--- config.mk ---
export PLATFORM = sky130hd
export DESIGN_NAME = oid_div
export DESIGN_NICKNAME = d
export VERILOG_FILES = /design/src/rtl/oid_div.sv
export SDC_FILE = /design/constraint.sdc
export NUM_CORES = 2
export LEC_CHECK = 0
export BUFFER_PORTS_ARGS = -buffer_cell sky130_fd_sc_hd__buf_2
export CORE_ASPECT_RATIO = 1.4
export CORE_MARGIN = 4
export CORE_UTILIZATION = 35
export DETAILED_ROUTE_END_ITERATION = 8
export HOLD_SLACK_MARGIN = 0.06
export PLACE_DENSITY = 0.6
export SYNTH_ARGS = -nofsm -noshare
export SYNTH_HDL_FRONTEND = slang
export SYNTH_SLANG_ARGS = --single-unit
--- constraint.sdc ---
create_clock -name clock -period 5.1 [get_ports clock]
set_input_delay 0.51 -clock clock [delete_from_list [all_inputs] [get_ports clock]]
set_output_delay 0.51 -clock clock [all_outputs]
set_load 0.03 [all_outputs]
--- src/rtl/oid_div.sv ---
// Pipelined restoring divider: quo = floor(num * 2^16 / den), valid for num < den.
// Depends on nothing. One quotient bit per stage, 16 stages.
module oid_div (
   input  logic        clock,
   input  logic        en,
   input  logic [30:0] num,
   input  logic [30:0] den,
   output logic [15:0] quo
);

   logic [30:0] rem [17];
   logic [15:0] qb  [17];

   assign rem[0] = num;
   assign qb[0]  = '0;

   for (genvar i = 0; i < 16; i++) begin : g_bit
      logic [31:0] sh;
      logic        ge;
      logic [30:0] rem_ff, rem_in;
      logic [15:0] q_ff, q_in;

      assign sh     = {rem[i], 1'b0};
      assign ge     = sh >= {1'b0, den};
      assign rem_in = ge ? 31'(sh - {1'b0, den}) : sh[30:0];
      assign q_in   = {qb[i][14:0], ge};

      always_ff @(posedge clock) begin
         if (en) begin
            rem_ff <= rem_in;
            q_ff   <= q_in;
         end
      end

      assign rem[i+1] = rem_ff;
      assign qb[i+1]  = q_ff;
   end

   assign quo = qb[16];

endmodule

==> flow_summary_export.csv <==
group,metric,value,unit
detailed_routing,drtIter0Drc,1946,
worst_setup_path,cp_cell_sequence,"fa_1 -> a21oi_1 -> o22ai_1 -> o41ai_2 -> o21ai_1 -> a311oi_1 -> nor4b_1 -> nor4_4 -> buf_4 -> mux2_2",
worst_setup_path,crit_buf_inv,1,
final_layout,syn_to_final_growth,11.57,%
status,status,"complete, no violations",
clock_tree,numCtsBuffers,73,
sta,worstMarginPinSlew,1.062,ns
worst_setup_path,crit_path_top_delay_cell,"nor4_4",
logic_synthesis,avgSynthCellArea,9.910,sq um
floorplanning,io_pins,80,
logic_synthesis,synth_ff_type,"edfxtp_1",
worst_setup_path,crit_fanout,48,
power,ir_drop,0.3141,mV
sta,slew_violations,0,
worst_setup_path,worst_setup_path_start_kind,"flip-flop",
floorplanning,die_w,317.2,um
power,p_per_area,674.9,mW/mm^2
logic_synthesis,yosys_warnings,0,
worst_setup_path,cp_top_family,"compound AO/OA/AOI/OAI gates",
sta,maxClockFrequency,247.2,MHz
clock_tree,cts_tree,"done",
place,post-place-cells,6525,
logic_synthesis,synth_commonest_cells,"edfxtp_1 (601), ha_1 (495), a21oi_1 (480)",
place,hpwl,96.65,mm
sta,maxSlewHeadroom,29.14,%
sta,setup_violations,0,
clock_tree,post-cts-setup-buffers,0,
logic_synthesis,syn-cell-area,0.04684,sq mm
sta,rsz0062_at_grt,"no",
place,dp_slack,0.5331,ns
sta,setup_tns,0,ns
sta,setup_slack,1.055,ns
logic_synthesis,synth_top_area_cell,"edfxtp_1",
place,placed_area,0.04991,sq mm
clock_tree,ctsHoldBuffers,0,
clock_tree,clock_path_buffers,3,
logic_synthesis,synthTopCellsByArea,"edfxtp_1 (39%), ha_1 (13%), a21oi_1 (5.1%)",
global_route,grt_pass1_vias,36951,
sta,clock-skew-final,0.05877,ns
logic_synthesis,synth-seq-cells,601,
clock_tree,clock-root-buffer,"clkbuf_16",
logic_synthesis,synth_top_area_share,38.53,%
detailed_routing,via_per_inst,5.516,
global_route,grt_pass1_wl,202.2,mm
detailed_routing,wire_per_inst,19.55,um
clock_tree,ctsResizeCount,0,
min_path,min_path_type,"in2reg",
worst_setup_path,critPathArrivalTime,4.50,ns
detailed_routing,vias,36700,
floorplanning,rows,158,
clock_tree,clk_pin_slew_worst_paths,0.06,ns
final_layout,n_antenna_cell,0,
global_route,grt_usage,18.35,%
final_layout,finalInstanceArea,0.05226,sq mm
final_layout,drive_gt1_share,10.34,%
place,port_buffers,79,
power,p_leak,21.10,nW
flow_run,drv_cap,0,
worst_setup_path,critPathKind,"reg2reg",
floorplanning,fp.coreArea,0.1327,sq mm
floorplanning,start_util,35.31,%
logic_synthesis,synthCells,4726,
final_layout,nets,5414,
logic_synthesis,ys_seq_area_share,38.53,%
floorplanning,die_height,440.8,um
global_route,grt_max_degree,131,
worst_setup_path,worst_setup_path_end_kind,"flip-flop",
sta,layout_min_cycle_time,4.045,ns
global_route,grt_overflow,0,
floorplanning,die-area,0.1398,sq mm
detailed_routing,drcViolationCount,0,
clock_tree,cts-htree-levels,3,
logic_synthesis,synth_edf_count,601,
detailed_routing,ant_nets,0,
logic_synthesis,syn-num-nets,5300,
sta,final_min_period_over_clock_period,79.32,%
sta,final-hold-violation-count,0,
logic_synthesis,yosysMostFrequentCell,"edfxtp_1",
sta,whs,0.1506,ns
logic_synthesis,yosysUniqueCellTypes,97,
clock_tree,clock_sinks,601,
global_route,grt_antenna_before_repair,2,
detailed_routing,first_pass_iters,5,
logic_synthesis,async_reset_ff_share,0,%
detailed_routing,wl,130.1,mm
worst_setup_path,crit_required,5.55,ns
place,gp_congestion,0.8862,
final_layout,fin_cells,6653,
worst_setup_path,critPathMaxStageDelay,0.48,ns
clock_tree,clk-insertion-delay-late,0.70,ns
[state kept, by name, summed over array words and instances, names as in the netlist]
register	flops
g_bit.q_ff	120
quo	16
g_bit.rem_ff	465
[worst register-to-register path, cell delays in order (launching register included)]
cell	delay, ns
edfxtp_1	0.44
fa_1	0.43
a21oi_1	0.20
o22ai_1	0.15
o41ai_2	0.38
o21ai_1	0.25
a311oi_1	0.46
nor4b_1	0.15
nor4_4	0.48
buf_4	0.48
mux2_2	0.40
[layout make-up]
| class | instances | area [sq um] |
|---|---|---|
| clock inverters | 43 | 473.0 |
| repair buffers | 170 | 1376 |
| inverters | 151 | 566.8 |
| flip-flops and latches | 601 | 18050 |
| well taps | 1760 | 2202 |
| fillers | 13022 | 80390 |
| clock buffers | 85 | 1872 |
| multi-input cells | 3843 | 27720 |
[kinds of logic after synthesis]
| family | after synthesis | share of synthesized area (%) |
|---|---|---|
| AOI/OAI and AO/OA | 1549 | 20.89 |
| xor gates and xnor gates | 390 | 7.293 |
| adders and majority gates | 510 | 13.86 |
| buffers and inverters | 282 | 2.442 |
| DFF | 601 | 38.53 |
| muxes | 196 | 4.851 |
| and+or+nand+nor | 1198 | 12.12 |
[final timing paths]
path                                                  startpoint                            end  slack [ns]  depth (start not counted)
worst min-delay path                                     num[26]  g_bit[0].rem_ff[27]$_DFFE_PP_        0.15                          2
worst max register to register  g_bit[1].rem_ff[0]$_SDFFCE_PN0P_   g_bit[2].rem_ff[1]$_DFFE_PP_        1.05                         10
worst max-delay path            g_bit[1].rem_ff[0]$_SDFFCE_PN0P_   g_bit[2].rem_ff[1]$_DFFE_PP_        1.05                         10
worst min register to register        g_bit[7].q_ff[1]$_DFFE_PP_     g_bit[8].q_ff[2]$_DFFE_PP_        0.40                          0
[layout by cell type (no fill, tap or decap), drive strengths merged, types with 58 or more instances in the layout]
cell type	n
inv	152
nor3	66
xnor2	243
nand4	63
clkbuf	85
buf	170
mux2	188
nand2	403
nor2	300
xor2	147
o21ai	373
o21bai	82
nand3	87
nor2b	58
a21o	256
ha	495
a21oi	483
edfxtp	601
[stage by stage]
step	utilization [%]	total power [W]
final	39.39	0.03527
after global routing	39.39	0.03813
after CTS	39.39	0.03546
after detailed placement	37.63	0.03001
after global placement	37.63	0.02982
after floorplan	-	0.02516
[metal layers]
metal | up-vias | share of wire [%] | global-route usage [%]
li1 | 18098 | - | -
met1 | 17501 | 38 | 19.35
met2 | 757 | 53 | 35.03
met3 | 344 | 3.5 | 2.412
met4 | 0 | 5.9 | 9.739
met5 | - | 0 | 0
[power breakdown]
part / switching [W] / internal, W
clock network: 0.00229 / 0.00292
logic: 0.0110 / 0.00900
registers: 0.00137 / 0.00872
Power figures use the tool's default switching activity.
