[src/rtl/oid_pkg.sv]
// Shared types, constants and fixed-point helpers for the inertialized offset decay unit.
// No dependencies; imported by every other RTL file except oid_delay and oid_div, and by the testbench.
package oid_pkg;

   localparam int OUT_AXES      = 3;
   localparam int PIPE_DEPTH    = 61;
   localparam int SERIES_TERMS  = 12;
   localparam int SCALE_STEPS   = 15;
   localparam int QUEUE_DEPTH   = 4;
   localparam int QUEUE_PTR_W   = 2;

   localparam logic [30:0] Q30_ONE    = 31'h4000_0000;
   localparam logic [30:0] Q30_HALF   = 31'h2000_0000;
   // exp(-1) in Q30 as produced by the truncated series
   localparam logic [30:0] E_INV_Q30  = 31'd395007542;

   localparam logic signed [64:0] SUM_MAX = 65'sh4000_0000_0000_0000;
   localparam logic signed [64:0] SUM_MIN = -65'sh4000_0000_0000_0000;

   localparam logic [2:0] REG_DECAY_RATE     = 3'd0;
   localparam logic [2:0] REG_BLEND_DURATION = 3'd1;
   localparam logic [2:0] REG_OFFSET_X       = 3'd2;
   localparam logic [2:0] REG_OFFSET_Y       = 3'd3;
   localparam logic [2:0] REG_OFFSET_Z       = 3'd4;
   localparam logic [2:0] REG_VELOCITY_X     = 3'd5;
   localparam logic [2:0] REG_VELOCITY_Y     = 3'd6;
   localparam logic [2:0] REG_VELOCITY_Z     = 3'd7;

   localparam logic [2:0] OFFSET_REG   [OUT_AXES] = '{REG_OFFSET_X, REG_OFFSET_Y, REG_OFFSET_Z};
   localparam logic [2:0] VELOCITY_REG [OUT_AXES] =
      '{REG_VELOCITY_X, REG_VELOCITY_Y, REG_VELOCITY_Z};

   typedef enum logic [1:0] {
      KIND_HOLD,
      KIND_ZERO,
      KIND_DECAY
   } kind_type;

   typedef struct packed {
      kind_type    kind;
      logic [30:0] t;
   } item_type;

   function automatic logic signed [63:0] sx32(input logic [31:0] v);
      return {{32{v[31]}}, v};
   endfunction

   function automatic logic signed [63:0] sat_add(input logic signed [63:0] a,
                                                  input logic signed [63:0] b);
      logic signed [64:0] s;
      s = {a[63], a} + {b[63], b};
      if (s > SUM_MAX) begin
         return SUM_MAX[63:0];
      end else if (s < SUM_MIN) begin
         return SUM_MIN[63:0];
      end
      return s[63:0];
   endfunction

   function automatic logic signed [63:0] sat_sub(input logic signed [63:0] a,
                                                  input logic signed [63:0] b);
      return sat_add(a, -b);
   endfunction

   function automatic logic [31:0] pack32(input logic signed [63:0] v);
      if (v > 64'sh0000_0000_7FFF_FFFF) begin
         return 32'h7FFF_FFFF;
      end else if (v < -64'sh0000_0000_8000_0000) begin
         return 32'h8000_0000;
      end
      return v[31:0];
   endfunction

endpackage

[src/rtl/oid_front.sv]
// Request front end: clamps negative time and classifies the request against the config.
// Depends on oid_pkg.
module oid_front import oid_pkg::*; (
   input  logic [31:0] time_word,
   input  logic [30:0] rate,
   input  logic [30:0] duration,
   output item_type    item
);

   logic [30:0] tc;

   assign tc = time_word[31] ? 31'd0 : time_word[30:0];

   always_comb begin
      item.t = tc;
      if (rate == 31'd0) begin
         item.kind = KIND_HOLD;
      end else if (tc >= duration) begin
         item.kind = KIND_ZERO;
      end else begin
         item.kind = KIND_DECAY;
      end
   end

endmodule

[config.mk]
export PLATFORM = sky130hd
export DESIGN_NAME = oid_front
export DESIGN_NICKNAME = d
export VERILOG_FILES = /design/src/rtl/oid_pkg.sv /design/src/rtl/oid_front.sv
export SDC_FILE = /design/constraint.sdc
export NUM_CORES = 1
export LEC_CHECK = 0
export BUFFER_PORTS_ARGS = -buffer_cell sky130_fd_sc_hd__buf_2
export CORE_ASPECT_RATIO = 1.2
export CORE_MARGIN = 3
export CORE_UTILIZATION = 35
export DETAILED_ROUTE_END_ITERATION = 7
export GPL_ROUTABILITY_DRIVEN = 0
export PLACE_DENSITY = 0.79
export SETUP_SLACK_MARGIN = 0.1
export SYNTH_ARGS = -nofsm -noshare
export SYNTH_HDL_FRONTEND = slang
export SYNTH_SLANG_ARGS = --single-unit
[constraint.sdc]
create_clock -name vclk -period 2.9
set_clock_uncertainty 0.15 [all_clocks]
set_input_delay 0.435 -clock vclk [all_inputs]
set_output_delay 0.435 -clock vclk [all_outputs]
set_load 0.02 [all_outputs]
==> qor.txt <==
Status: finished, violations left
Failing checks: negative setup slack
WP data required: 2.32 ns
Final hold viol count: 0
Io pins: 127
Total number of yosys warnings: 0
Area Overhead vs Synth: 119.8%
Worst Hold Endpoint: item[0]
Hold/Removal Path Class: in2out
Sequential Area: 0 um2
HPWL Detailed: 3636 um
Syn_area_per_cell: 7.082 um2
Met2 WL: 3100 um
Drt drc: 0
DRT met1 WL: 1791 um
Power per cell area: 151.0 nW/um2
Critical path launch point type: input port
Via count of the first global-routing pass: 1774
RSZ-0062 raised after global routing: yes
Pleak: 0.001382 uW
WP buf/inv: 3
Worst-path maximum fanout: 8
Max IR drop VDD: 101.8 uV
Final nets: 426
Multi-input combinational cell area: 1404 um2
Initial detailed-routing violation count: 66
Unique masters post-synth: 29
Routed Antenna Nets: 0
Maxcap violations: 0
Num rows: 21
Synthesized net count: 281
Worst Setup End Kind: primary output
Final Cycle Share: 102.4%
Total length of routed wires: 5559 um
1st-pass router iterations: 4
Maximum number of pins on one net before global-route repair: 9
Hold path start: time_word[0]
Final Power: 366.8 uW
Crit path max-delay cell type: o32a_1
Clk_buf instances: 0
Die W: 57.29 um
Vias: 1742
Family with the most delay on the worst path: compound AO/OA/AOI/OAI gates
Setup-failing EPs final: 2
Cell taking the most area after synthesis: ha_1
Slew headroom: 77.87%
Post-route minimum period: 2.970 ns
Synth top area share: 35.11%
Routed vias/inst: 5.231
Hold Path Cell Cnt: 4
Synth top area cells: ha_1 35%, nor2b_1 17%, inv_1 11%, a21oi_1 4.5%, nor4_1 4.0%
Metal3 WL: 498 um
CP Data Arrival Time: 2.39 ns
Worst Path Class, Setup: in2out
Share of cells above drive strength 1: 69.23%
Worst slew pin tran: 0.3289 ns
Max Used Layer: met4
Diode count: 0
Die area: 3870 um2
Filler cell count: 174
Crit path launch: time_word[31]
Post-synthesis cell count: 156
Core area: 2917 um2
Min Hold Slack: 1.059 ns
GRT overflow: 0
Post-synth top cells: 31 x ha_1, 31 x inv_1, 30 x nor2b_1, 10 x a21oi_1, 7 x nor4_1
Drt wl/cell: 16.69 um
Crit path largest cell delay: 0.38 ns
Syn Std Cell Area: 1105 um2
Sequential share of the synthesized area: 0%
Seq_cells: 0
Max Fclk: 0.3367 GHz
Final Slew Violations: 0
# port buffers: 127
First-pass GRT wire length: 7514 um
Total GRT Usage: 24.50%
Post-route setup slack: -0.07031 ns
Die H: 67.55 um
Initial antenna violation count: 0
Initial core utilization: 37.88%
Crit-path cells: buf_12 -> buf_8 -> nor2b_4 -> ha_1 -> nand4_1 -> and4bb_4 -> a311oi_2 -> o21ai_2 -> o32a_1 -> buf_6
[worst min-delay path: stages]
cell	delay, ns
buf_2	0.08
nand2b_1	0.06
inv_1	0.05
buf_2	0.15
[per-stage QoR]
stage	area, um2	utilization [%]	instances	setup slack (ns)	setup TNS, ns
global placement	2068	70.91	325	-0.07208	-0.07211
CTS	2315	79.37	331	0.01109	0
global route	2429	83.27	333	-0.1415	-0.1723
floorplan	1336	-	156	0.1076	0
finish	2429	83.27	333	-0.07031	-0.07695
detailed placement	2068	70.91	325	-0.1315	-0.1945
[layer usage]
layer	up-vias	global-route usage, %
met5	-	0
met4	0	8.696
met3	16	4.398
met2	104	52.14
met1	785	22.61
li1	837	-
[placed cells by master, fill, tap and decap left out, drive strengths merged]
cell type | netlist | routed
a211oi | 2 | 2
a21boi | 2 | 2
a21oi | 10 | 10
a221oi | 2 | 2
a311oi | 1 | 1
and4 | 3 | 3
and4bb | 1 | 1
buf | 0 | 146
ha | 31 | 31
inv | 31 | 31
nand2 | 6 | 6
nand2b | 1 | 1
nand3 | 4 | 4
nand3b | 1 | 1
nand4 | 6 | 6
nor2 | 4 | 4
nor2b | 30 | 30
nor3 | 3 | 3
nor4 | 7 | 7
nor4b | 1 | 1
o21ai | 4 | 4
o31ai | 1 | 1
o32a | 1 | 1
or3 | 1 | 1
[worst max path at each step]
stage,slack (ns),depth (start not counted),to
2_1_floorplan,0.11,8,item[31]
3_3_place_gp,-0.07,10,item[31]
3_5_place_dp,-0.13,10,item[31]
4_1_cts,0.01,10,item[31]
5_1_grt,-0.14,10,item[31]
6_report,-0.07,10,item[31]
[where the power goes]
group,total (uW),switching [uW],internal [uW]
sequential,0,0,0
combinational,367,177,190
clock,0,0,0
[what timing repair did]
item / CTS / global route
cloned: 1 / 0
buffers inserted: 5 / 2
hold buffers: 0 / 0
pin swaps: 12 / 10
resized for setup: 25 / 15
setup endpoints to repair: 2 / 2
[kinds of logic after synthesis]
logic type | Yosys count | synth area share, %
fa+ha+maj | 31 | 35.11
simple gates | 68 | 38.39
buf+inv | 34 | 11.55
compound gates | 23 | 14.95
[layout make-up]
type | count | area share (%)
inverter | 31 | 4.791
multi-input combinational | 122 | 57.81
tap | 34 | 1.752
timing repair buffer | 146 | 35.65
(Power assumes the default switching activity.)
