### src/rtl/oid_pkg.sv
// Shared types, constants and fixed-point helpers for the inertialized offset decay unit.
// No dependencies; imported by every other RTL file except oid_delay and oid_div, and by the testbench.
package oid_pkg;

   localparam int OUT_AXES      = 3;
   localparam int PIPE_DEPTH    = 61;
   localparam int SERIES_TERMS  = 12;
   localparam int SCALE_STEPS   = 15;
   localparam int QUEUE_DEPTH   = 4;
   localparam int QUEUE_PTR_W   = 2;

   localparam logic [30:0] Q30_ONE    = 31'h4000_0000;
   localparam logic [30:0] Q30_HALF   = 31'h2000_0000;
   // exp(-1) in Q30 as produced by the truncated series
   localparam logic [30:0] E_INV_Q30  = 31'd395007542;

   localparam logic signed [64:0] SUM_MAX = 65'sh4000_0000_0000_0000;
   localparam logic signed [64:0] SUM_MIN = -65'sh4000_0000_0000_0000;

   localparam logic [2:0] REG_DECAY_RATE     = 3'd0;
   localparam logic [2:0] REG_BLEND_DURATION = 3'd1;
   localparam logic [2:0] REG_OFFSET_X       = 3'd2;
   localparam logic [2:0] REG_OFFSET_Y       = 3'd3;
   localparam logic [2:0] REG_OFFSET_Z       = 3'd4;
   localparam logic [2:0] REG_VELOCITY_X     = 3'd5;
   localparam logic [2:0] REG_VELOCITY_Y     = 3'd6;
   localparam logic [2:0] REG_VELOCITY_Z     = 3'd7;

   localparam logic [2:0] OFFSET_REG   [OUT_AXES] = '{REG_OFFSET_X, REG_OFFSET_Y, REG_OFFSET_Z};
   localparam logic [2:0] VELOCITY_REG [OUT_AXES] =
      '{REG_VELOCITY_X, REG_VELOCITY_Y, REG_VELOCITY_Z};

   typedef enum logic [1:0] {
      KIND_HOLD,
      KIND_ZERO,
      KIND_DECAY
   } kind_type;

   typedef struct packed {
      kind_type    kind;
      logic [30:0] t;
   } item_type;

   function automatic logic signed [63:0] sx32(input logic [31:0] v);
      return {{32{v[31]}}, v};
   endfunction

   function automatic logic signed [63:0] sat_add(input logic signed [63:0] a,
                                                  input logic signed [63:0] b);
      logic signed [64:0] s;
      s = {a[63], a} + {b[63], b};
      if (s > SUM_MAX) begin
         return SUM_MAX[63:0];
      end else if (s < SUM_MIN) begin
         return SUM_MIN[63:0];
      end
      return s[63:0];
   endfunction

   function automatic logic signed [63:0] sat_sub(input logic signed [63:0] a,
                                                  input logic signed [63:0] b);
      return sat_add(a, -b);
   endfunction

   function automatic logic [31:0] pack32(input logic signed [63:0] v);
      if (v > 64'sh0000_0000_7FFF_FFFF) begin
         return 32'h7FFF_FFFF;
      end else if (v < -64'sh0000_0000_8000_0000) begin
         return 32'h8000_0000;
      end
      return v[31:0];
   endfunction

endpackage

### src/rtl/oid_queue.sv
// Small request queue between the front end and the evaluation pipeline.
// Depends on oid_pkg.
module oid_queue import oid_pkg::*; (
   input  logic     clock,
   input  logic     reset,
   input  logic     push_valid,
   output logic     push_ready,
   input  item_type push_item,
   input  logic     pop,
   output logic     pop_valid,
   output item_type pop_item
);

   item_type                 entry_ff [QUEUE_DEPTH];
   logic [QUEUE_PTR_W-1:0]   wr_ptr_ff, wr_ptr_in, rd_ptr_ff, rd_ptr_in;
   logic [QUEUE_PTR_W:0]     count_ff, count_in;
   logic                     do_push, do_pop;

   assign push_ready = count_ff != (QUEUE_PTR_W+1)'(QUEUE_DEPTH);
   assign pop_valid  = count_ff != '0;
   assign pop_item   = entry_ff[rd_ptr_ff];
   assign do_push    = push_valid && push_ready;
   assign do_pop     = pop && pop_valid;

   always_comb begin
      wr_ptr_in = do_push ? wr_ptr_ff + 1'b1 : wr_ptr_ff;
      rd_ptr_in = do_pop ? rd_ptr_ff + 1'b1 : rd_ptr_ff;
      count_in  = count_ff + (QUEUE_PTR_W+1)'(do_push) - (QUEUE_PTR_W+1)'(do_pop);
   end

   always_ff @(posedge clock) begin
      if (reset) begin
         wr_ptr_ff <= '0;
         rd_ptr_ff <= '0;
         count_ff  <= '0;
      end else begin
         wr_ptr_ff <= wr_ptr_in;
         rd_ptr_ff <= rd_ptr_in;
         count_ff  <= count_in;
      end
   end

   always_ff @(posedge clock) begin
      if (do_push) begin
         entry_ff[wr_ptr_ff] <= push_item;
      end
   end

endmodule

### config.mk
export PLATFORM = sky130hd
export DESIGN_NAME = oid_queue
export DESIGN_NICKNAME = d
export VERILOG_FILES = /design/src/rtl/oid_pkg.sv /design/src/rtl/oid_queue.sv
export SDC_FILE = /design/constraint.sdc
export NUM_CORES = 1
export LEC_CHECK = 0
export BUFFER_PORTS_ARGS = -buffer_cell sky130_fd_sc_hd__buf_2
export CAP_MARGIN = 20
export CORE_MARGIN = 1
export CORE_UTILIZATION = 51
export DETAILED_ROUTE_END_ITERATION = 7
export GPL_ROUTABILITY_DRIVEN = 0
export HOLD_SLACK_MARGIN = 0.05
export PLACE_DENSITY = 0.75
export SYNTH_ARGS = -nofsm -noshare
export SYNTH_HDL_FRONTEND = slang
export SYNTH_SLANG_ARGS = --single-unit
### constraint.sdc
create_clock -name clock -period 2.1 [get_ports clock]
set_clock_uncertainty 0.1 [all_clocks]
set_input_delay 0.42 -clock clock [delete_from_list [all_inputs] [get_ports clock]]
set_output_delay 0.42 -clock clock [all_outputs]
set_load 0.02 [all_outputs]
==> Implementation_results.wiki, run 1 <==
{| class="wikitable"
! Metric !! Value
|-
| Largest area contributor in the netlist || edfxtp_1
|-
| Global-route wire length before repair || 15200 µm
|-
| Fraction of final layout cells sized beyond drive strength 1 || 45.7%
|-
| Number of I/O port buffers || 71
|-
| Most common library cell in the layout ignoring fill and taps || edfxtp_1
|-
| Leading cell types in the layout, fill and taps excluded || edfxtp_1, buf_2, mux4_2, dlygate4sd3_1, buf_6
|-
| Final Max Slew Viols || 0
|-
| Level count of the clock H-tree || 4
|-
| Final Hold Fails || 0
|-
| Clock buffer count from CTS || 17
|-
| Number of routed nets with antenna violations || 0
|-
| Standard cell area after detailed placement || 0.00586 mm²
|-
| Final worst-path cycle share || 112%
|-
| Number of iterations in the first detailed-routing pass || 4
|-
| Die Footprint || 0.0108 mm²
|-
| Post-synthesis area per instance || 23.8 µm²
|-
| Failing checks || negative setup slack
|-
| Hold crit path type || in -> reg
|-
| Summed area of non-filler cells in the final layout || 0.00711 mm²
|-
| Combined area of all synthesized cells || 0.00528 mm²
|-
| Clock insertion delay at the later pin of the skew report || 0.50 ns
|-
| Post-Route Utilization || ~70%
|-
| Type of destination of the critical path || primary output
|-
| CP max FO || 5
|-
| Overall fraction of global-route tracks in use || 19.6%
|-
| Placed Cells || 431
|-
| Pin count of the biggest net entering global routing || 23
|-
| Synth Area in Compound Gates || 0.545%
|-
| Final net count || 402
|-
| Main combinational cell family by area after synthesis || multiplexers
|-
| Clock Root Buffer || clkbuf_8
|-
| Ports placed on the boundary || 72
|-
| Synthesis-stage register bit count || 141
|-
| Unrepaired setup endpoints after global routing || yes
|-
| Post-DP HPWL || 5290 µm
|-
| DRC errors left || 0
|-
| Synthesis Warnings || 0
|-
| Non-filler instance count after layout || slightly above 500
|-
| Antenna cells || 0
|-
| Xor/xnor cell area share of the yosys netlist || 0.498%
|-
| Average vias per placed instance || around 5.2
|-
| Pin slew with the least headroom to its limit || about 0.39 ns
|-
| Vertical extent of the die || 104 µm
|-
| Critical path start-end classification || reg -> out
|-
| Max Clk Rate || about 420 MHz
|-
| Number of core rows || 36
|-
| Number of global-route vias before repair || 2870
|-
| Number of DRC markers in iteration 0 || 145
|-
| Worst vdd rail ir drop || roughly 0.0008 V
|-
| Synth top area share || 75.1%
|-
| Number of instances in the synthesized netlist || 222
|-
| Adder and majority gate portion of the synthesized area || 1.80%
|-
| Die span in x || slightly above 100 µm
|-
| Sinks on Clock Net || 141
|-
| Critical path arrival || roughly 1.8 ns
|-
| Static Leakage || 2.53 nW
|-
| Initial standard-cell utilization of the core || 53.3%
|-
| Number of violations of the max-capacitance limit || 0
|-
| Max-slew headroom || 73.5%
|-
| Simple logic cell fraction of the synthesized area || 1.80%
|-
| Register clock-pin slew on the reported worst setup and hold paths || 0.06 ns
|-
| Placeable core area || a little under 0.01 mm²
|-
| Via count || 2609
|-
| Required arrival time at the worst endpoint || roughly 1.6 ns
|-
| Post-synthesis sequential area ratio || 78.5%
|-
| Top post-synthesis cells by area || edfxtp_1, mux4_2, dfxtp_1
|-
| Number of different library cells in the post-synthesis netlist || 25
|-
| Remaining Overflow, GRT || 0
|-
| Category of the worst setup path launch point || register
|-
| # setup viols final || 34
|-
| Total power || 9.63 mW
|-
| Worst-case clock buffer depth || 2
|-
| Status || finished, violations left
|-
| Syn-to-layout area delta || 34.8%
|-
| Post-DR wirelength/cell || 19.1 µm
|-
| Number of antenna violations at the first check in global routing || 0
|-
| Minimum period implied by the final worst setup slack || roughly 2.4 ns
|-
| TritonCTS clock tree || done
|-
| Power per cell area || between 1000 and 1500 mW/mm²
|-
| Total wire length || 9610 µm
|-
| Final Worst Setup Slack || -0.259 ns
|-
| Syn_nets || 266
|-
| Share of synthesized area spent on multiplexers || 14.7%
|}
## state kept, by name, indices dropped and copies added, names as in the netlist, named ones only
register and count:
rd_ptr_ff 2, wr_ptr_ff 2, entry_ff 132, count_ff 3
## layer usage
| layer | track usage [%] | wire (µm) | part of all wire [%] |
|---|---|---|---|
| met2 | 33.2 | 5030 | 52 |
| met4 | 6.53 | 114 | 1.2 |
| met3 | 5.85 | 357 | 3.7 |
| met5 | 0 | 0 | 0 |
| met1 | 24.3 | 4100 | 43 |
## cell usage after synthesis
cell type  number
nand2b_1        2
mux2_2          1
fa_1            1
ha_1            6
a21boi_2        1
nor2b_1         1
nor2_1          8
xnor2_1         1
or3_1           1
o31a_1          1
clkbuf_1        2
edfxtp_1      132
o311ai_0        1
xor2_1          2
dfxtp_1         9
mux4_1          3
nand2_1         1
nor3_1          1
mux4_2         30
and2_1          5
buf_2           3
mux2i_1         1
buf_12          3
buf_6           1
inv_1           5
## area by class of cell
type,instances,area [µm²]
clock buffer,18,418
clock inverter,13,238
fill,607,2800
inverter,5,18.8
multi-input combinational,67,1030
sequential,141,4160
tap,133,166
timing repair buffer,126,1090
## what timing repair did
item,CTS,global route
hold buffers,33,0
gates resized for setup,55,2
hold endpoints to repair,132,0
endpoints found under the setup margin,34,34
buffers inserted,4,2
cloned,3,0
pin swaps,1,1
## power breakdown
| part | leakage (nW) | total (mW) | switching, mW | internal (mW) |
|---|---|---|---|---|
| logic | 0.928 | 2.72 | 1.31 | 1.41 |
| registers | 1.29 | 3.63 | 0.155 | 3.47 |
| clock network | 0.320 | 3.28 | 1.11 | 2.17 |
| total | 2.53 | 9.63 | 2.58 | 7.05 |
## cells by family after synthesis
| family | Yosys count |
|---|---|
| AO/OA/AOI/OAI | 3 |
| XOR/XNOR | 3 |
| adder cells (fa/ha/maj) | 7 |
| buffers and inverters | 14 |
| flip-flops | 141 |
| multiplexers | 35 |
| AND/OR/NAND/NOR | 19 |
## path summary, 6_finish.rpt
check / startpoint / to / slack, ns / cells after the start
max: register / pop_item[23] / -0.26 / 4
min: reset / count_ff[1] / 0.09 / 2
max reg2reg: count_ff[1] / count_ff[2] / -0.01 / 9
min reg2reg: wr_ptr_ff[1] / wr_ptr_ff[1] / 0.42 / 2
## critical path: stages, from the launching register on
cell and delay (ns):
dfxtp_4 0.42, buf_12 0.13, buf_16 0.12, mux4_2 0.51, buf_6 0.15
## stage by stage
step	hold WS (ns)	worst slack, ns	setup TNS (ns)
2_1_floorplan	0.382	0.0256	0
5_1_grt	0.0947	-0.322	-9.15
3_3_place_gp	0.406	-0.0198	-0.0198
4_1_cts	0.0756	-0.281	-8.24
6_report	0.0904	-0.259	-6.93
3_5_place_dp	0.417	-0.0807	-0.0807
No activity file was read; power rests on OpenSTA's default activity.
==> run 2: changes to the inputs <==
- CORE_ASPECT_RATIO: not set -> 0.7
- SKIP_LAST_GASP: not set -> 1
==> run 2 against run 1 <==
  * The flow still finishes with violations (negative setup slack)
  * Core utilization fell by 5.3 points
  * Setup slack improved by 0.13 ns
  * Sequential power about the same
  * Fmax grew 5.7%
  * Global-route usage fell by 0.81 points
==> Implementation_results.wiki, run 2 (same netlist as run 1, synthesis figures left out) <==
{| class="wikitable"
! Metric !! Value
|-
| Syn-to-layout area delta || 24.4%
|-
| CP max FO || 5 (unchanged)
|-
| Total wire length || 8990 µm (-6.4%)
|-
| Final-layout setup total negative slack || -3.07 ns (+3.87 ns)
|-
| Type of destination of the critical path || primary output
|-
| Hold worst-path end || entry_ff[2][32]
|-
| Number of antenna violations at the first check in global routing || 0 (unchanged)
|-
| Hold crit path type || in -> reg
|-
| Combined area of the multi-input logic cells || 0.00104 mm² (+1.6%)
|-
| Number of global-route vias before repair || 2625 (-8.5%)
|-
| Sinks on Clock Net || 141 (unchanged)
|-
| Category of the worst setup path launch point || register
|-
| Register clock-pin slew on the reported worst setup and hold paths || 0.06 ns (about the same)
|-
| Most flops, register || entry_ff
|-
| Max FFs per register || 132 (unchanged)
|-
| Static Leakage || 2.30 nW (-9.0%)
|-
| Final Hold Fails || 0 (unchanged)
|-
| Worst hold slack || 0.122 ns (+0.0320 ns)
|-
| Status || finished, violations left
|-
| Unrepaired setup endpoints after global routing || yes
|-
| Max stage delay cell, worst path || mux4_2
|-
| Max-slew headroom || 72.8% (-0.74 points)
|-
| Flop-to-flop setup slack || -0.04 ns (-0.03 ns)
|-
| Failing checks || negative setup slack
|-
| Startpoint of the tightest hold check path || push_item[32]
|-
| Worst r2r src || count_ff[1]
|-
| Antenna cells || 0 (unchanged)
|-
| Post-DR wirelength/cell || 19.4 µm (+1.4%)
|-
| Number of filler instances in the final layout || 626 (+3.1%)
|-
| Final worst-path cycle share || 106% (-6.1 points)
|-
| Final Max Slew Viols || 0 (unchanged)
|-
| Leading cell types in the layout, fill and taps excluded || edfxtp_1, buf_2, mux4_2, clkbuf_16, buf_4
|-
| Final Worst Setup Slack || -0.132 ns (+0.128 ns)
|-
| Required arrival time at the worst endpoint || 1.58 ns (about the same)
|-
| Post-DP HPWL || 5480 µm (+3.6%)
|-
| # setup viols final || 34 (unchanged)
|-
| Overall fraction of global-route tracks in use || 18.8% (-0.81 points)
|-
| Power per cell area || 1330 mW/mm² (-1.5%)
|-
| Ports placed on the boundary || 72 (unchanged)
|-
| Clock insertion delay at the later pin of the skew report || 0.41 ns (-0.09 ns)
|-
| Final net count || 368 (-8.5%)
|-
| Hold Path Stages || 1 (-1)
|-
| Most common library cell in the layout ignoring fill and taps || edfxtp_1
|-
| Via count || 2489 (-4.6%)
|-
| Vertical extent of the die || 87.1 µm (-16%)
|-
| Number of iterations in the first detailed-routing pass || 4 (unchanged)
|-
| Biggest registers after layout || entry_ff x132, count_ff x3
|-
| Clock Root Buffer || clkbuf_16
|-
| Pin count of the biggest net entering global routing || 21 (-8.7%)
|-
| Number of core rows || 30 (-17%)
|-
| Max Clk Rate || 448 MHz (+5.7%)
|-
| Average vias per placed instance || 5.36 (+3.4%)
|-
| Number of violations of the max-capacitance limit || 0 (unchanged)
|-
| Die span in x || 124 µm (+19%)
|-
| Initial standard-cell utilization of the core || 53.5% (+0.20 points)
|-
| Worst vdd rail ir drop || 0.000877 V (+9.5%)
|-
| Die Footprint || 0.0108 mm² (about the same)
|-
| Placement-stage worst setup slack || -0.0739 ns (+0.00688 ns)
|-
| Global-route wire length before repair || 13800 µm (-8.9%)
|-
| Minimum period implied by the final worst setup slack || 2.23 ns (-0.128 ns)
|-
| Ordered cell list for the critical path || buf_12, buf_16, mux4_2, buf_6
|-
| Category of cells accounting for the largest share of critical-path delay || multiplexers
|-
| Fraction of final layout cells sized beyond drive strength 1 || 48.5% (+2.8 points)
|-
| Level count of the clock H-tree || 4 (unchanged)
|-
| Number of routed nets with antenna violations || 0 (unchanged)
|-
| Number of I/O port buffers || 71 (unchanged)
|-
| Number of DRC markers in iteration 0 || 157 (+8.3%)
|-
| Placeable core area || 0.00987 mm² (-0.38%)
|-
| Sequential standard cell area || 0.00416 mm² (unchanged)
|-
| DRC errors left || 0 (unchanged)
|-
| TritonCTS clock tree || done
|-
| Clock buffer count from CTS || 17 (unchanged)
|-
| Worst-case clock buffer depth || 2 (unchanged)
|-
| Number of cells traversed by the worst register-to-register path || 9 (unchanged)
|-
| Critical path arrival || 1.71 ns (-0.13 ns)
|-
| Worst path max stage delay || 0.51 ns (about the same)
|-
| Critical path start-end classification || reg -> out
|-
| CP Buf/Inv Count || 3 (unchanged)
|-
| Endpoint of the worst register-to-register path || count_ff[2]
|-
| Remaining Overflow, GRT || 0 (unchanged)
|-
| Pin slew with the least headroom to its limit || 0.403 ns (+0.0109 ns)
|}
[run 2: worst reg2reg max path, delay by kind of cell (launching register included)]
kind	cells	cell delay [ns]
compound gates	1	0.32
flops	1	0.35
fa+ha+maj	3	0.75
xor+xnor	1	0.15
buf+inv	2	0.11
simple gates	2	0.28
[run 2: worst max-delay path by stage]
stage,start,endpoint,depth (start not counted)
floorplan,push_valid,count_ff[2],10
global placement,push_valid,count_ff[2],11
detailed placement,push_valid,count_ff[2],11
CTS,register,pop_item[10],4
global route,register,pop_item[11],4
finish,register,pop_item[10],4
[run 2: timing repair]
item | 4_1_cts | 5_1_grt
cloned | 2 | 0
setup buffers | 3 | 1
setup endpoints to repair | 34 | 34
pin swaps | 1 | 1
hold buffers | 0 | 0
gates resized for setup | 14 | 12
[run 2: where the power goes]
| group | switching (mW) | total (mW) | internal [mW] |
|---|---|---|---|
| sequential | 0.133 | 3.60 | 3.47 |
| clock | 1.07 | 2.67 | 1.60 |
| combinational | 1.28 | 2.49 | 1.21 |
| total | 2.48 | 8.76 | 6.28 |
[run 2: cell type report]
cell class              count  share of cell area (%)
clock buffers              18                    6.53
multi-input cells          67                    15.9
flip-flops and latches    141                    63.3
inverters                   5                   0.286
well taps                 128                    2.44
clock inverters            13                    1.54
repair buffers             92                    10.0
[run 2: layer usage]
metal / share of wire (%) / up-vias / track usage [%]
met2: 49 / 76 / 29.2
met3: 6.1 / 11 / 7.92
met4: 0.63 / 0 / 6.02
li1: - / 1128 / -
met1: 45 / 1274 / 24.1
met5: 0 / - / 0
[run 2: per-stage QoR]
stage | std cells | total power [mW] | utilization (%) | area [µm²]
after floorplan | 222 | 5.19 | - | 5290
after CTS | 463 | 8.75 | 66.1 | 6520
after detailed placement | 427 | 5.85 | 59.5 | 5870
after global placement | 427 | 5.79 | 59.5 | 5870
after global routing | 464 | 9.18 | 66.5 | 6570
final | 464 | 8.76 | 66.5 | 6570
==> run 3: changes to the inputs <==
- CAP_MARGIN: 20 -> 40
- RECOVER_POWER: not set -> 100
==> run 3 against run 2 <==
  * The run still ends with negative setup slack left
  * Fmax hardly changed
  * Setup slack worse by 0.0022 ns
  * Clock power hardly changed
  * Global-route usage stayed put
  * Via count is 0.20% lower
  * Non-clock buffer count stayed put
  * Final cell count stayed put
  * First-iteration DRC count is 3.2% lower
  * Sequential share of layout area is 0.62 points higher
  * Total power is 0.58% lower
  * Largest cell class unchanged
  * Largest power group unchanged
  * Highest routed layer unchanged
==> Implementation_results.wiki, run 3 (same netlist as run 1, synthesis figures left out) <==
{| class="wikitable"
! Metric !! Value
|-
| Final Max Slew Viols || 0 (unchanged)
|-
| Sequential share of power || 41.3% (+0.2 points)
|-
| Antenna cells || 0 (unchanged)
|-
| Number of violations of the max-capacitance limit || 0 (unchanged)
|-
| Number of DRC markers in iteration 0 || 152 (-3.2%)
|-
| Number of cells traversed by the worst register-to-register path || 11 (+2)
|-
| Die span in x || 124 µm (unchanged)
|-
| Most flops, register || entry_ff
|-
| Pin slew with the least headroom to its limit || 0.694 ns (+0.291 ns)
|-
| Sinks on Clock Net || 141 (unchanged)
|-
| Ports placed on the boundary || 72 (unchanged)
|-
| Hold crit path type || in -> reg
|-
| Initial standard-cell utilization of the core || 53.5% (unchanged)
|-
| Via count || 2484 (-0.20%)
|-
| Die Footprint || 0.0108 mm² (unchanged)
|-
| Clock insertion delay at the later pin of the skew report || 0.41 ns (about the same)
|-
| Standard cell area after detailed placement || 0.00587 mm² (unchanged)
|-
| Placeable core area || 0.00987 mm² (unchanged)
|-
| Register clock-pin slew on the reported worst setup and hold paths || 0.06 ns (about the same)
|-
| Busiest layer in global routing || met2
|-
| Number of core rows || 30 (unchanged)
|-
| Number of I/O port buffers || 71 (unchanged)
|-
| Static Leakage || 2.20 nW (-4.7%)
|-
| Hold worst-path end || entry_ff[2][32]
|-
| Combinational cell fraction of total power || 28.1% (-0.3 points)
|-
| Worst r2r src || count_ff[0]
|-
| Level count of the clock H-tree || 4 (unchanged)
|-
| Status || finished, violations left
|-
| Final-layout setup total negative slack || -3.10 ns (-0.0361 ns)
|-
| Net Switching || 2.47 mW (-0.25%)
|-
| Power per cell area || 1340 mW/mm² (+0.51%)
|-
| Most common library cell in the layout ignoring fill and taps || edfxtp_1
|-
| Final worst-path cycle share || 106% (about the same)
|-
| Post-DR wirelength/cell || 19.3 µm (-0.24%)
|-
| Ordered cell list for the critical path || buf_12, buf_16, mux4_2, buf_6
|-
| Unrepaired setup endpoints after global routing || yes
|-
| # hold bufs at CTS || 0 (unchanged)
|-
| Final Hold Fails || 0 (unchanged)
|-
| Hold Path Stages || 1 (unchanged)
|-
| Number of iterations in the first detailed-routing pass || 5 (+1)
|-
| DRC errors left || 0 (unchanged)
|-
| Worst vdd rail ir drop || 0.000880 V (+0.29%)
|-
| Non-filler instance count after layout || 464 (unchanged)
|-
| Max Clk Rate || 448 MHz (about the same)
|-
| Global-route track usage on met1 || 24.1% (unchanged)
|-
| Remaining Overflow, GRT || 0 (unchanged)
|-
| Flop-to-flop setup slack || -0.06 ns (-0.02 ns)
|-
| Max-slew headroom || 53.7% (-19 points)
|-
| Total power || 8.71 mW (-0.58%)
|-
| Required arrival time at the worst endpoint || 1.58 ns (about the same)
|-
| GR Layer Usage met3 || 7.92% (unchanged)
|-
| Placement-stage worst setup slack || -0.0739 ns (unchanged)
|-
| Clock buffer count from CTS || 17 (unchanged)
|-
| Max stage delay cell, worst path || mux4_2
|-
| Placed Cells || 427 (unchanged)
|-
| Switching Share || 28.4% (+0.095 points)
|-
| Startpoint of the tightest hold check path || push_item[32]
|-
| Internal Pwr Total || 6.24 mW (-0.71%)
|-
| Clock Root Buffer || clkbuf_16
|-
| Overall fraction of global-route tracks in use || 18.8% (unchanged)
|-
| Minimum period implied by the final worst setup slack || 2.23 ns (+0.00220 ns)
|-
| Met2 demand-to-capacity share in global routing || 29.2% (unchanged)
|-
| Worst-case clock buffer depth || 2 (unchanged)
|-
| Summed area of non-filler cells in the final layout || 0.00650 mm² (-1.1%)
|-
| Category of cells accounting for the largest share of critical-path delay || multiplexers
|-
| Vertical extent of the die || 87.1 µm (unchanged)
|-
| Critical path start-end classification || reg -> out
|-
| Number of antenna violations at the first check in global routing || 0 (unchanged)
|-
| Total wire length || 8970 µm (-0.24%)
|-
| Average vias per placed instance || 5.35 (-0.20%)
|-
| # setup viols final || 34 (unchanged)
|-
| Number of global-route vias before repair || 2625 (unchanged)
|-
| Max FFs per register || 132 (unchanged)
|-
| Global-route wire length before repair || 13800 µm (unchanged)
|-
| Worst path max stage delay || 0.51 ns (about the same)
|-
| Final net count || 368 (unchanged)
|-
| Failing checks || negative setup slack
|-
| Post-DP HPWL || 5480 µm (unchanged)
|-
| Pin count of the biggest net entering global routing || 21 (unchanged)
|-
| Category of the worst setup path launch point || register
|-
| Syn-to-layout area delta || 23.1%
|-
| Leading cell types in the layout, fill and taps excluded || edfxtp_1, clkbuf_1, mux4_2, buf_2, clkbuf_16
|-
| Biggest registers after layout || entry_ff x132, count_ff x3
|-
| Fraction of final layout cells sized beyond drive strength 1 || 36.6% (-12 points)
|-
| CP Buf/Inv Count || 3 (unchanged)
|-
| Type of destination of the critical path || primary output
|-
| CP max FO || 5 (unchanged)
|-
| Final Worst Setup Slack || -0.134 ns (-0.00219 ns)
|-
| Clock network fraction of total power || 30.6% (+0.2 points)
|-
| Number of routed nets with antenna violations || 0 (unchanged)
|-
| Endpoint of the worst register-to-register path || count_ff[2]
|-
| Critical path arrival || 1.71 ns (about the same)
|-
| TritonCTS clock tree || done
|}
## run 3: cell count changes in the layout (fill, tap and decap cells not counted), sizes merged
cell / previous run / this run
buf: 92 / 48
clkbuf: 18 / 62
## run 3: how the worst max path moves through the flow
stage | from | endpoint | cells after the start
4_1_cts | register | pop_item[10] | 4
3_5_place_dp | push_valid | count_ff[2] | 11
3_3_place_gp | push_valid | count_ff[2] | 11
2_1_floorplan | push_valid | count_ff[2] | 10
6_report | register | pop_item[10] | 4
5_1_grt | register | pop_item[11] | 4
## run 3: area by class of cell
type | instances | area (µm²)
Inverter | 5 | 18.8
Fill cell | 643 | 3380
Sequential cell | 141 | 4150
Clock inverter | 13 | 101
Clock buffer | 18 | 429
Tap cell | 128 | 160
Multi-Input combinational cell | 67 | 1040
Timing Repair Buffer | 92 | 597
## run 3: per-stage QoR
step / util, % / hold WS [ns]
2_1_floorplan: - / 0.382
3_3_place_gp: 59.5 / 0.404
3_5_place_dp: 59.5 / 0.434
4_1_cts: 66.1 / 0.109
5_1_grt: 65.8 / 0.170
6_report: 65.8 / 0.169
## run 3: repair_timing
action                                  4_1_cts  5_1_grt
pin swaps                                     1        1
endpoints found under the setup margin       34       34
gates cloned                                  2        0
resized for setup                            14       12
setup buffers                                 3        1
## run 3: metal layers
| layer | routed length (µm) | up-vias | part of all wire, % |
|---|---|---|---|
| met5 | 0 | - | 0 |
| met4 | 46 | 0 | 0.51 |
| met3 | 558 | 6 | 6.2 |
| met2 | 4420 | 78 | 49 |
| met1 | 3940 | 1270 | 44 |
| li1 | - | 1130 | - |
## run 3: power groups by stage
stage          combinational, mW  sequential (mW)  clock (mW)
2_1_floorplan               1.58             3.61           0
6_report                    2.45             3.60        2.66
3_5_place_dp                2.21             3.64           0
4_1_cts                     2.45             3.60        2.71
5_1_grt                     2.66             3.63        2.84
3_3_place_gp                2.17             3.62           0
